`src/rtl/core/wbss_pkg.sv`:
```
package wbss_pkg;

  localparam int SIG_BYTES = 16;
  localparam int SIG_IDX_BITS = 4;
  localparam int LEN_BITS = 7;
  localparam int ADDR_BITS = 6;
  localparam int REG_IDX_LSB = 3;
  localparam int REG_IDX_BITS = 3;
  localparam int DATA_BITS = 64;
  localparam int LEN_REG_BITS = 5;
  localparam int MASK_REG_BITS = 16;

  localparam logic [REG_IDX_BITS-1:0] REG_BASE_ADDRESS   = 3'd0;
  localparam logic [REG_IDX_BITS-1:0] REG_SIGNATURE_LOW  = 3'd1;
  localparam logic [REG_IDX_BITS-1:0] REG_SIGNATURE_HIGH = 3'd2;
  localparam logic [REG_IDX_BITS-1:0] REG_CARE_MASK      = 3'd3;
  localparam logic [REG_IDX_BITS-1:0] REG_SIGNATURE_LEN  = 3'd4;

  localparam logic [MASK_REG_BITS-1:0] CARE_MASK_RESET = 16'hffff;
  localparam logic [LEN_REG_BITS-1:0] SIGNATURE_LEN_RESET = 5'd1;

  typedef struct packed {
    logic [63:0] base_address;
    logic [63:0] signature_low;
    logic [63:0] signature_high;
    logic [MASK_REG_BITS-1:0] care_mask;
    logic [LEN_REG_BITS-1:0] signature_length;
  } cfg_t;

  typedef struct packed {
    logic [SIG_BYTES-1:0][7:0] signature;
    logic [SIG_BYTES-1:0] care;
    logic [LEN_BITS-1:0] len_used;
  } sig_cfg_t;

  typedef struct packed {
    logic found;
    logic [63:0] match_address;
  } result_t;

  typedef struct packed {
    logic out_valid;
    logic skid_valid;
  } buf_status_t;

endpackage

```
`src/rtl/core/wbss_if.sv`:
```
interface wbss_in_if;
  logic valid;
  logic ready;
  logic [7:0] data_byte;
  logic last_byte;

  modport source (output valid, output data_byte, output last_byte, input ready);
  modport sink (input valid, input data_byte, input last_byte, output ready);
endinterface

interface wbss_out_if;
  logic valid;
  logic ready;
  logic found;
  logic [63:0] match_address;

  modport source (output valid, output found, output match_address, input ready);
  modport sink (input valid, input found, input match_address, output ready);
endinterface

```
`src/rtl/core/wbss_cell.sv`:
```
module wbss_cell #(
  parameter int POS = 0
) (
  input  logic clk,
  input  logic rst,
  input  logic shift_en,
  input  logic flush,
  input  logic [7:0] byte_in,
  input  logic valid_in,
  input  wbss_pkg::sig_cfg_t sig_cfg,
  output logic [7:0] byte_q,
  output logic valid_q,
  output logic ok
);

  logic [wbss_pkg::LEN_BITS-1:0] sig_idx;
  logic active;
  logic in_range;
  logic must_match;
  logic [7:0] sig_byte;

  always_comb begin
    active = sig_cfg.len_used > wbss_pkg::LEN_BITS'(POS);
    sig_idx = sig_cfg.len_used - wbss_pkg::LEN_BITS'(POS) - wbss_pkg::LEN_BITS'(1);
    in_range = sig_idx < wbss_pkg::LEN_BITS'(wbss_pkg::SIG_BYTES);
    sig_byte = sig_cfg.signature[sig_idx[wbss_pkg::SIG_IDX_BITS-1:0]];
    must_match = in_range && sig_cfg.care[sig_idx[wbss_pkg::SIG_IDX_BITS-1:0]];
    ok = !active || (valid_in && (!must_match || (byte_in == sig_byte)));
  end

  always_ff @(posedge clk) begin
    if (rst) begin
      valid_q <= 1'b0;
    end else if (shift_en) begin
      valid_q <= flush ? 1'b0 : valid_in;
    end
  end

  always_ff @(posedge clk) begin
    if (shift_en) begin
      byte_q <= byte_in;
    end
  end

endmodule

```
`src/rtl/core/wbss_regs.sv`:
```
module wbss_regs (
  input  logic clk,
  input  logic rst,
  input  logic psel,
  input  logic penable,
  input  logic pwrite,
  input  logic [wbss_pkg::ADDR_BITS-1:0] paddr,
  input  logic [wbss_pkg::DATA_BITS-1:0] pwdata,
  output logic [wbss_pkg::DATA_BITS-1:0] prdata,
  output logic pready,
  output wbss_pkg::cfg_t cfg
);

  logic [wbss_pkg::REG_IDX_BITS-1:0] reg_idx;
  logic wr_en;

  assign reg_idx = paddr[wbss_pkg::ADDR_BITS-1:wbss_pkg::REG_IDX_LSB];
  assign pready = 1'b1;
  assign wr_en = psel && penable && pwrite && pready;

  always_ff @(posedge clk) begin
    if (rst) begin
      cfg.base_address <= '0;
      cfg.signature_low <= '0;
      cfg.signature_high <= '0;
      cfg.care_mask <= wbss_pkg::CARE_MASK_RESET;
      cfg.signature_length <= wbss_pkg::SIGNATURE_LEN_RESET;
    end else if (wr_en) begin
      unique case (reg_idx)
        wbss_pkg::REG_BASE_ADDRESS: cfg.base_address <= pwdata;
        wbss_pkg::REG_SIGNATURE_LOW: cfg.signature_low <= pwdata;
        wbss_pkg::REG_SIGNATURE_HIGH: cfg.signature_high <= pwdata;
        wbss_pkg::REG_CARE_MASK: cfg.care_mask <= pwdata[wbss_pkg::MASK_REG_BITS-1:0];
        wbss_pkg::REG_SIGNATURE_LEN: begin
          cfg.signature_length <= pwdata[wbss_pkg::LEN_REG_BITS-1:0];
        end
        default: ;
      endcase
    end
  end

  always_comb begin
    unique case (reg_idx)
      wbss_pkg::REG_BASE_ADDRESS: prdata = cfg.base_address;
      wbss_pkg::REG_SIGNATURE_LOW: prdata = cfg.signature_low;
      wbss_pkg::REG_SIGNATURE_HIGH: prdata = cfg.signature_high;
      wbss_pkg::REG_CARE_MASK: prdata = wbss_pkg::DATA_BITS'(cfg.care_mask);
      wbss_pkg::REG_SIGNATURE_LEN: prdata = wbss_pkg::DATA_BITS'(cfg.signature_length);
      default: prdata = '0;
    endcase
  end

endmodule

```
`src/rtl/core/wbss_out_buf.sv`:
```
module wbss_out_buf (
  input  logic clk,
  input  logic rst,
  input  logic push,
  input  wbss_pkg::result_t push_data,
  output logic can_push,
  output wbss_pkg::buf_status_t status,
  wbss_out_if.source out_ch
);

  logic out_valid;
  logic skid_valid;
  wbss_pkg::result_t out_data;
  wbss_pkg::result_t skid_data;
  logic out_free;

  assign can_push = !skid_valid;
  assign out_free = !out_valid || out_ch.ready;
  assign status.out_valid = out_valid;
  assign status.skid_valid = skid_valid;
  assign out_ch.valid = out_valid;
  assign out_ch.found = out_data.found;
  assign out_ch.match_address = out_data.match_address;

  always_ff @(posedge clk) begin
    if (rst) begin
      out_valid <= 1'b0;
      skid_valid <= 1'b0;
    end else begin
      if (out_free) begin
        if (skid_valid) begin
          out_valid <= 1'b1;
          skid_valid <= 1'b0;
        end else begin
          out_valid <= push;
        end
      end else if (push) begin
        skid_valid <= 1'b1;
      end
    end
  end

  always_ff @(posedge clk) begin
    if (out_free) begin
      if (skid_valid) begin
        out_data <= skid_data;
      end else if (push) begin
        out_data <= push_data;
      end
    end else if (push) begin
      skid_data <= push_data;
    end
  end

endmodule

```
`src/rtl/core/wildcard_byte_signature_scan_unit.sv`:
```
// Channel    Role    Payload                        Beat taken when
// scan_in    sink    data_byte[7:0], last_byte      valid && ready
// scan_out   source  found, match_address[63:0]    valid && ready
// APB        slave   64-bit registers at 8*index    psel && penable && pwrite
//
// One byte is taken every cycle while ready is high; a result is registered in the
// output buffer before it appears on scan_out. The rate is set by the row of window
// cells, which shift and compare all signature positions in parallel in the same cycle.
// Reset is synchronous; it clears the window and offset count and resets the registers.
// Results wait in a two-entry output buffer; scan_in drops ready only while both
// entries are full.
module wildcard_byte_signature_scan_unit #(
  parameter int MAX_SIGNATURE = 16,
  parameter int COUNT_BITS = 32
) (
  input  logic clk,
  input  logic rst,
  input  logic psel,
  input  logic penable,
  input  logic pwrite,
  input  logic [wbss_pkg::ADDR_BITS-1:0] paddr,
  input  logic [wbss_pkg::DATA_BITS-1:0] pwdata,
  output logic [wbss_pkg::DATA_BITS-1:0] prdata,
  output logic pready,
  wbss_in_if.sink scan_in,
  wbss_out_if.source scan_out
);

  wbss_pkg::cfg_t cfg;
  wbss_pkg::sig_cfg_t sig_cfg;
  wbss_pkg::result_t result;
  wbss_pkg::buf_status_t buf_status;
  logic [wbss_pkg::LEN_BITS-1:0] len_raw;
  logic [wbss_pkg::LEN_BITS-1:0] len_m1;
  logic [MAX_SIGNATURE-1:0][7:0] win_byte;
  logic [MAX_SIGNATURE-1:0] win_valid;
  logic [MAX_SIGNATURE-1:0] cell_ok;
  logic [COUNT_BITS-1:0] bytes_seen;
  logic [COUNT_BITS-1:0] offset;
  logic reported;
  logic accept;
  logic hit;
  logic push;
  logic can_push;

  wbss_regs u_regs (
    .clk(clk), .rst(rst), .psel(psel), .penable(penable), .pwrite(pwrite),
    .paddr(paddr), .pwdata(pwdata), .prdata(prdata), .pready(pready), .cfg(cfg)
  );

  always_comb begin
    len_raw = wbss_pkg::LEN_BITS'(cfg.signature_length);
    sig_cfg.signature = {cfg.signature_high, cfg.signature_low};
    sig_cfg.care = cfg.care_mask;
    if (len_raw == '0) begin
      sig_cfg.len_used = wbss_pkg::LEN_BITS'(1);
    end else if (len_raw > wbss_pkg::LEN_BITS'(MAX_SIGNATURE)) begin
      sig_cfg.len_used = wbss_pkg::LEN_BITS'(MAX_SIGNATURE);
    end else begin
      sig_cfg.len_used = len_raw;
    end
    len_m1 = sig_cfg.len_used - wbss_pkg::LEN_BITS'(1);
  end

  assign accept = scan_in.valid && scan_in.ready;
  assign scan_in.ready = can_push;

  for (genvar p = 0; p < MAX_SIGNATURE; p++) begin : g_cell
    if (p == 0) begin : g_head
      wbss_cell #(.POS(p)) u_cell (
        .clk(clk), .rst(rst), .shift_en(accept), .flush(scan_in.last_byte),
        .byte_in(scan_in.data_byte), .valid_in(1'b1), .sig_cfg(sig_cfg),
        .byte_q(win_byte[p]), .valid_q(win_valid[p]), .ok(cell_ok[p])
      );
    end else begin : g_body
      wbss_cell #(.POS(p)) u_cell (
        .clk(clk), .rst(rst), .shift_en(accept), .flush(scan_in.last_byte),
        .byte_in(win_byte[p-1]), .valid_in(win_valid[p-1]), .sig_cfg(sig_cfg),
        .byte_q(win_byte[p]), .valid_q(win_valid[p]), .ok(cell_ok[p])
      );
    end
  end

  assign hit = !reported && (&cell_ok);
  assign offset = bytes_seen - COUNT_BITS'(len_m1);
  assign push = accept && !reported && ((&cell_ok) || scan_in.last_byte);

  always_comb begin
    result.found = hit;
    result.match_address = hit ? cfg.base_address + 64'(offset) : '0;
  end

  always_ff @(posedge clk) begin
    if (rst) begin
      bytes_seen <= '0;
      reported <= 1'b0;
    end else if (accept) begin
      if (scan_in.last_byte) begin
        bytes_seen <= '0;
        reported <= 1'b0;
      end else begin
        bytes_seen <= bytes_seen + COUNT_BITS'(1);
        reported <= reported || hit;
      end
    end
  end

  wbss_out_buf u_out_buf (
    .clk(clk), .rst(rst), .push(push), .push_data(result), .can_push(can_push),
    .status(buf_status), .out_ch(scan_out)
  );

  a_hit_marks_reported: assert property (@(posedge clk) disable iff (rst)
    (accept && !scan_in.last_byte && hit) |=> reported)
    else $error("hit did not set the reported flag");

  a_region_end_clears: assert property (@(posedge clk) disable iff (rst)
    (accept && scan_in.last_byte) |=> (bytes_seen == '0 && !reported && win_valid == '0))
    else $error("region end did not clear the scan state");

  a_skid_behind_out: assert property (@(posedge clk) disable iff (rst)
    buf_status.skid_valid |-> buf_status.out_valid)
    else $error("skid entry held while output register empty");

endmodule
```
`src/flat_wrapper.sv`:
```
// flat-port wrapper written by rule: the top's interface ports become plain ports
module wildcard_byte_signature_scan_unit_flat 
#(
  parameter int MAX_SIGNATURE = 16,
  parameter int COUNT_BITS = 32
)
  (clk, rst, psel, penable, pwrite, paddr, pwdata, prdata, pready, scan_in_valid, scan_in_data_byte, scan_in_last_byte, scan_in_ready, scan_out_valid, scan_out_found, scan_out_match_address, scan_out_ready);
  wbss_in_if scan_in_i ();
  wbss_out_if scan_out_i ();
  input  logic clk;
  input  logic rst;
  input  logic psel;
  input  logic penable;
  input  logic pwrite;
  input  logic [wbss_pkg::ADDR_BITS-1:0] paddr;
  input  logic [wbss_pkg::DATA_BITS-1:0] pwdata;
  output logic [wbss_pkg::DATA_BITS-1:0] prdata;
  output logic pready;
  input wire logic [$bits(scan_in_i.valid)-1:0] scan_in_valid;
  input wire logic [$bits(scan_in_i.data_byte)-1:0] scan_in_data_byte;
  input wire logic [$bits(scan_in_i.last_byte)-1:0] scan_in_last_byte;
  output wire logic [$bits(scan_in_i.ready)-1:0] scan_in_ready;
  output wire logic [$bits(scan_out_i.valid)-1:0] scan_out_valid;
  output wire logic [$bits(scan_out_i.found)-1:0] scan_out_found;
  output wire logic [$bits(scan_out_i.match_address)-1:0] scan_out_match_address;
  input wire logic [$bits(scan_out_i.ready)-1:0] scan_out_ready;
  assign scan_in_i.valid = scan_in_valid;
  assign scan_in_i.data_byte = scan_in_data_byte;
  assign scan_in_i.last_byte = scan_in_last_byte;
  assign scan_in_ready = scan_in_i.ready;
  assign scan_out_valid = scan_out_i.valid;
  assign scan_out_found = scan_out_i.found;
  assign scan_out_match_address = scan_out_i.match_address;
  assign scan_out_i.ready = scan_out_ready;
  wildcard_byte_signature_scan_unit #(.MAX_SIGNATURE(MAX_SIGNATURE), .COUNT_BITS(COUNT_BITS)) u_core (.clk(clk), .rst(rst), .psel(psel), .penable(penable), .pwrite(pwrite), .paddr(paddr), .pwdata(pwdata), .prdata(prdata), .pready(pready), .scan_in(scan_in_i), .scan_out(scan_out_i));
endmodule
```
`config.mk`:
```
export PLATFORM = sky130hd
export DESIGN_NAME = wildcard_byte_signature_scan_unit_flat
export DESIGN_NICKNAME = d
export VERILOG_FILES = /design/src/rtl/core/wbss_pkg.sv /design/src/rtl/core/wbss_if.sv /design/src/rtl/core/wbss_cell.sv /design/src/rtl/core/wbss_regs.sv /design/src/rtl/core/wbss_out_buf.sv /design/src/rtl/core/wildcard_byte_signature_scan_unit.sv /design/src/flat_wrapper.sv
export SDC_FILE = /design/constraint.sdc
export NUM_CORES = 1
export LEC_CHECK = 0
export BUFFER_PORTS_ARGS = -buffer_cell sky130_fd_sc_hd__buf_2
export CAP_MARGIN = 40
export CORE_MARGIN = 2
export CORE_UTILIZATION = 56
export DETAILED_ROUTE_END_ITERATION = 16
export PLACE_DENSITY = 0.79
export SLEW_MARGIN = 20
export SYNTH_ARGS = -nofsm -noshare
export SYNTH_HDL_FRONTEND = slang
export SYNTH_SLANG_ARGS = --single-unit
```
`constraint.sdc`:
```
create_clock -name clk -period 16.5 [get_ports clk]
set_clock_uncertainty 0.2 [all_clocks]
set_input_delay 1.65 -clock clk [delete_from_list [all_inputs] [get_ports clk]]
set_output_delay 1.65 -clock clk [all_outputs]
set_load 0.005 [all_outputs]
```
==> impl_metrics.csv <==
group,metric,value,unit
logic_synthesis,synth_seq_area_share,38.1,%
logic_synthesis,synth_top_cell_by_area,"sky130_fd_sc_hd__edfxtp_1",
sta,timing.max_slew.rel_slack,25.8,%
logic_synthesis,synth_warnings,0,
detailed_routing,drc,0,
detailed_routing,ant_nets,0,
critical_path,start_kind,"register",
cts,worst_skew_pair.late_latency,0.63,ns
critical_path,critPathRequiredTime,16.68,ns
sta,final.period_utilization,56.2,%
cells_and_area,fillCellCount,4917,
min_path,hold_path.class,"reg2reg",
cts,clock_tree_from_tritoncts,"done",
logic_synthesis,yosysTopAreaCellShare,22.4,%
min_path,holdCritStartpoint,"u_core.g_cell[1].g_body.u_cell.byte_q[6]",
floorplan,core_region_area,59100,um^2
floorplan,dieWidth,249,um
cts,post_cts.repair.setup_buffers,0,
place,io_buffer_count,213,
critical_path,critical_path.reg2reg.endpoint,"u_core.u_out_buf.out_ch.match_address[36]",
power,power_frac_clock,43.3,%
detailed_routing,dr.first_iter.drc_count,4779,
cts,hold_buffers,0,
grt,antenna_found_initial,10,
cts,cts_inserted_buffers,55,
cells_and_area,flow.area_growth_from_synthesis,10.6,%
power,p_per_area,78.0,nW/um^2
critical_path,critPathMaxStageDelay,0.75,ns
floorplan,dieHeight,249,um
grt,global_route_wire_length_before_repair,178,mm
place,gp_weighted_congestion,1.04,
critical_path,r2r_cells,31,
cts,cts_htree_levels,2,
min_path,min_delay_worst_endpoint,"u_core.g_cell[2].g_body.u_cell.byte_q[6]",
critical_path,timing.critical_path.slowest_stage_cell,"sky130_fd_sc_hd__dfxtp_2",
detailed_routing,detail_route.vias_per_cell,6.75,
job,drv_cap,0,
cells_and_area,final_layout_size_suffix_gt1_share,15.7,%
power,irDropWorstVdd,82.1,uV
sta,finalHoldViolations,0,
logic_synthesis,synthArstFlopShare,0,%
logic_synthesis,synth_nets,3804,
logic_synthesis,post_synth.cell_area_avg,9.16,um^2
logic_synthesis,synthCells,3664,
critical_path,path_depth,31,
power,pwr-share-comb,8.2,%
cells_and_area,design.final.nets,3853,
critical_path,timing.critical_path.fanout_max,49,
logic_synthesis,synthTopCellsByArea,"sky130_fd_sc_hd__edfxtp_1 (22%), sky130_fd_sc_hd__dfxtp_1 (16%), sky130_fd_sc_hd__mux4_2 (8.3%)",
logic_synthesis,synth_flop_cell,"sky130_fd_sc_hd__dfxtp_1",
critical_path,timing.critical_path.arrival,9.45,ns
power,p_sw_share,25.0,%
sta,timing.final.crit_period,9.27,ns
status,outcome,"finished, final reports clean",
floorplan,ioPinCount,218,
critical_path,regToRegStartpoint,"u_core.u_regs.cfg[4]",
logic_synthesis,netlist_area,33500,um^2
place,detailedPlace.worstSlack,7.50,ns
sta,actual_transition_at_the_worst_max_transition_pin,1.11,ns
power,internal_power_contribution,2170,uW
min_path,hold-path-cell-count,0,
grt,grt_pass1_vias,27704,
critical_path,crit_buf_inv,4,
critical_path,timing.setup.critical_path_class,"reg2reg",
power,leakage,0.0138,uW
sta,final.hold.worst_slack,0.270,ns
sta,rsz_0062_raised_after_global_routing,"no",
detailed_routing,vias,30643,
floorplan,placement_rows,89,
critical_path,timing.critical_path.to_type,"register",
sta,summed_negative_setup_slack_over_all_endpoints,0,ns
cts,tritoncts_num_sinks,513,
detailed_routing,detail_route.wl_per_cell,26.6,um
sta,final-max-slew-violation-count,0,
cts,clockBufferDepth,3,
critical_path,cp_common_cell,"sky130_fd_sc_hd__a21o_1",
floorplan,start_util,56.7,%
logic_synthesis,synth_edf_count,250,
sta,postLayoutSetupSlackWorst,7.23,ns
power,power.sequential.fraction,48.5,%
logic_synthesis,ys_ff_latch,513,
grt,grt.overflow.total,0,
place,detailed_placer_s_ending_hpwl,87.6,mm
grt,grt_start_max_net_pins,88,
floorplan,floorplan.die_area,61900,um^2
power,p_switching,723,uW
logic_synthesis,synth_cell_types,82,
sta,setup_viol,0,
cts,postCtsResizedCells,0,
sta,max_freq,0.108,GHz
critical_path,worst-r2r-setup-slack,7.23,ns
detailed_routing,dr.pass1.iters,7,
cts,clk_pin_slew_worst_paths,0.06,ns
grt,track_usage,37.8,%
cts,clock-root-buffer,"sky130_fd_sc_hd__clkbuf_16",
critical_path,crit_family,"simple AND/OR/NAND/NOR gates",
detailed_routing,drt_wl_total,121,mm
==> synth_stat cells (44+ instances only) <==
cell type and count:
sky130_fd_sc_hd__a21oi_1 356, sky130_fd_sc_hd__nor2_1 340, sky130_fd_sc_hd__nand2_1 585, sky130_fd_sc_hd__clkbuf_1 215
sky130_fd_sc_hd__o21ai_0 88, sky130_fd_sc_hd__mux2i_1 257, sky130_fd_sc_hd__nor4_1 68, sky130_fd_sc_hd__nand3_1 68
sky130_fd_sc_hd__xnor2_1 128, sky130_fd_sc_hd__buf_1 44, sky130_fd_sc_hd__ha_1 52, sky130_fd_sc_hd__and3_1 50
sky130_fd_sc_hd__nor3_1 46, sky130_fd_sc_hd__xor2_1 126, sky130_fd_sc_hd__dfxtp_1 263, sky130_fd_sc_hd__a221oi_1 62
sky130_fd_sc_hd__edfxtp_1 250, sky130_fd_sc_hd__mux4_2 123
==> layout by cell type (no fill, tap or decap), types with 16 or more instances in the layout <==
master,Yosys,layout
sky130_fd_sc_hd__a211oi_1,19,19
sky130_fd_sc_hd__a21o_1,17,17
sky130_fd_sc_hd__a21oi_1,356,355
sky130_fd_sc_hd__a221oi_1,62,62
sky130_fd_sc_hd__a22o_1,27,27
sky130_fd_sc_hd__a31oi_1,28,28
sky130_fd_sc_hd__and3_1,50,50
sky130_fd_sc_hd__buf_2,28,216
sky130_fd_sc_hd__buf_4,2,62
sky130_fd_sc_hd__clkbuf_16,0,58
sky130_fd_sc_hd__dfxtp_1,263,260
sky130_fd_sc_hd__edfxtp_1,250,250
sky130_fd_sc_hd__ha_1,52,52
sky130_fd_sc_hd__inv_1,43,41
sky130_fd_sc_hd__mux2i_1,257,257
sky130_fd_sc_hd__mux4_2,123,123
sky130_fd_sc_hd__nand2_1,585,583
sky130_fd_sc_hd__nand2b_1,23,21
sky130_fd_sc_hd__nand3_1,68,68
sky130_fd_sc_hd__nand4_1,16,16
sky130_fd_sc_hd__nor2_1,340,338
sky130_fd_sc_hd__nor2b_1,38,36
sky130_fd_sc_hd__nor3_1,46,46
sky130_fd_sc_hd__nor4_1,68,66
sky130_fd_sc_hd__o21ai_0,88,87
sky130_fd_sc_hd__o22ai_1,17,17
sky130_fd_sc_hd__o31ai_1,36,36
sky130_fd_sc_hd__o31ai_2,34,34
sky130_fd_sc_hd__or3_1,17,17
sky130_fd_sc_hd__xnor2_1,128,125
sky130_fd_sc_hd__xor2_1,126,126
==> worst max path at each step <==
stage | startpoint | endpoint | slack (ns)
floorplan | u_core.u_regs.cfg[3] | u_core.u_out_buf.skid_data[0] | 0.61
global placement | u_core.u_regs.cfg[0] | u_core.u_out_buf.out_ch.match_address[40] | 7.49
detailed placement | u_core.u_regs.cfg[0] | u_core.u_out_buf.out_ch.match_address[36] | 7.50
CTS | u_core.u_regs.cfg[4] | u_core.u_out_buf.out_ch.match_address[36] | 7.47
global route | u_core.u_regs.cfg[4] | u_core.u_out_buf.skid_data[36] | 6.76
finish | u_core.u_regs.cfg[4] | u_core.u_out_buf.out_ch.match_address[36] | 7.23
==> stage by stage <==
step	util (%)	total power (uW)	std cells	area, um^2
floorplan	-	1570	3664	33500
global placement	59.0	1650	4409	34900
detailed placement	59.3	1660	4419	35100
CTS	62.4	2890	4522	36900
global route	62.7	2970	4537	37100
finish	62.7	2890	4538	37100
==> final cells by class <==
| cell class | count | area, um^2 | share of cell area [%] |
|---|---|---|---|
| clock inverters | 21 | 181 | 0.489 |
| well taps | 773 | 967 | 2.61 |
| flip-flops and latches | 513 | 12800 | 34.5 |
| inverters | 48 | 185 | 0.499 |
| clock buffers | 82 | 1660 | 4.47 |
| repair buffers | 292 | 1840 | 4.97 |
| multi-input cells | 2803 | 19500 | 52.5 |
| diodes | 6 | 15.0 | 0.0405 |
==> registers in the layout, indices dropped and copies added (netlist names) <==
register	cells
u_core.u_out_buf.out_ch.match_address	64
u_core.u_regs.cfg	213
u_core.u_out_buf.skid_data	65
u_core.bytes_seen	32
u_core.g_cell.g_body.u_cell.byte_q	112
u_core.u_out_buf.out_ch.valid	1
u_core.g_cell.g_head.u_cell.byte_q	8
u_core.u_out_buf.out_ch.found	1
u_core.reported	1
u_core.u_out_buf.skid_valid	1
u_core.g_cell.g_head.u_cell.valid_q	1
u_core.g_cell.g_body.u_cell.valid_q	14
==> per-layer routing <==
layer  vias to the layer above  track usage, %  part of all wire, %
met5                         -               0                0.034
met4                         6            22.5                  7.1
met3                       395            7.94                   12
met2                      2100            56.1                   43
met1                     14679            51.0                   38
li1                      13463               -                    -
==> cells by family (layout without fill, tap and decap cells) <==
group                    Yosys count  in the layout  share of synthesized area, %
buffers and inverters            348            443                          4.19
AO/OA/AOI/OAI                    798            798                          15.6
multiplexers                     387            387                          16.2
AND/OR/NAND/NOR                 1307           1307                          17.2
other                              1              7                        0.0112
XOR/XNOR                         254            254                          6.63
flip-flops                       513            513                          38.1
adder cells (fa/ha/maj)           56             56                          2.12
==> power by group through the flow <==
stage | combinational [uW] | sequential [uW] | clock, uW
after floorplan | 147 | 1420 | 0
after detailed placement | 226 | 1430 | 0
after global routing | 252 | 1410 | 1310
after global placement | 221 | 1430 | 0
final | 237 | 1400 | 1250
after CTS | 228 | 1400 | 1260
No activity file was read; power rests on OpenSTA's default activity.
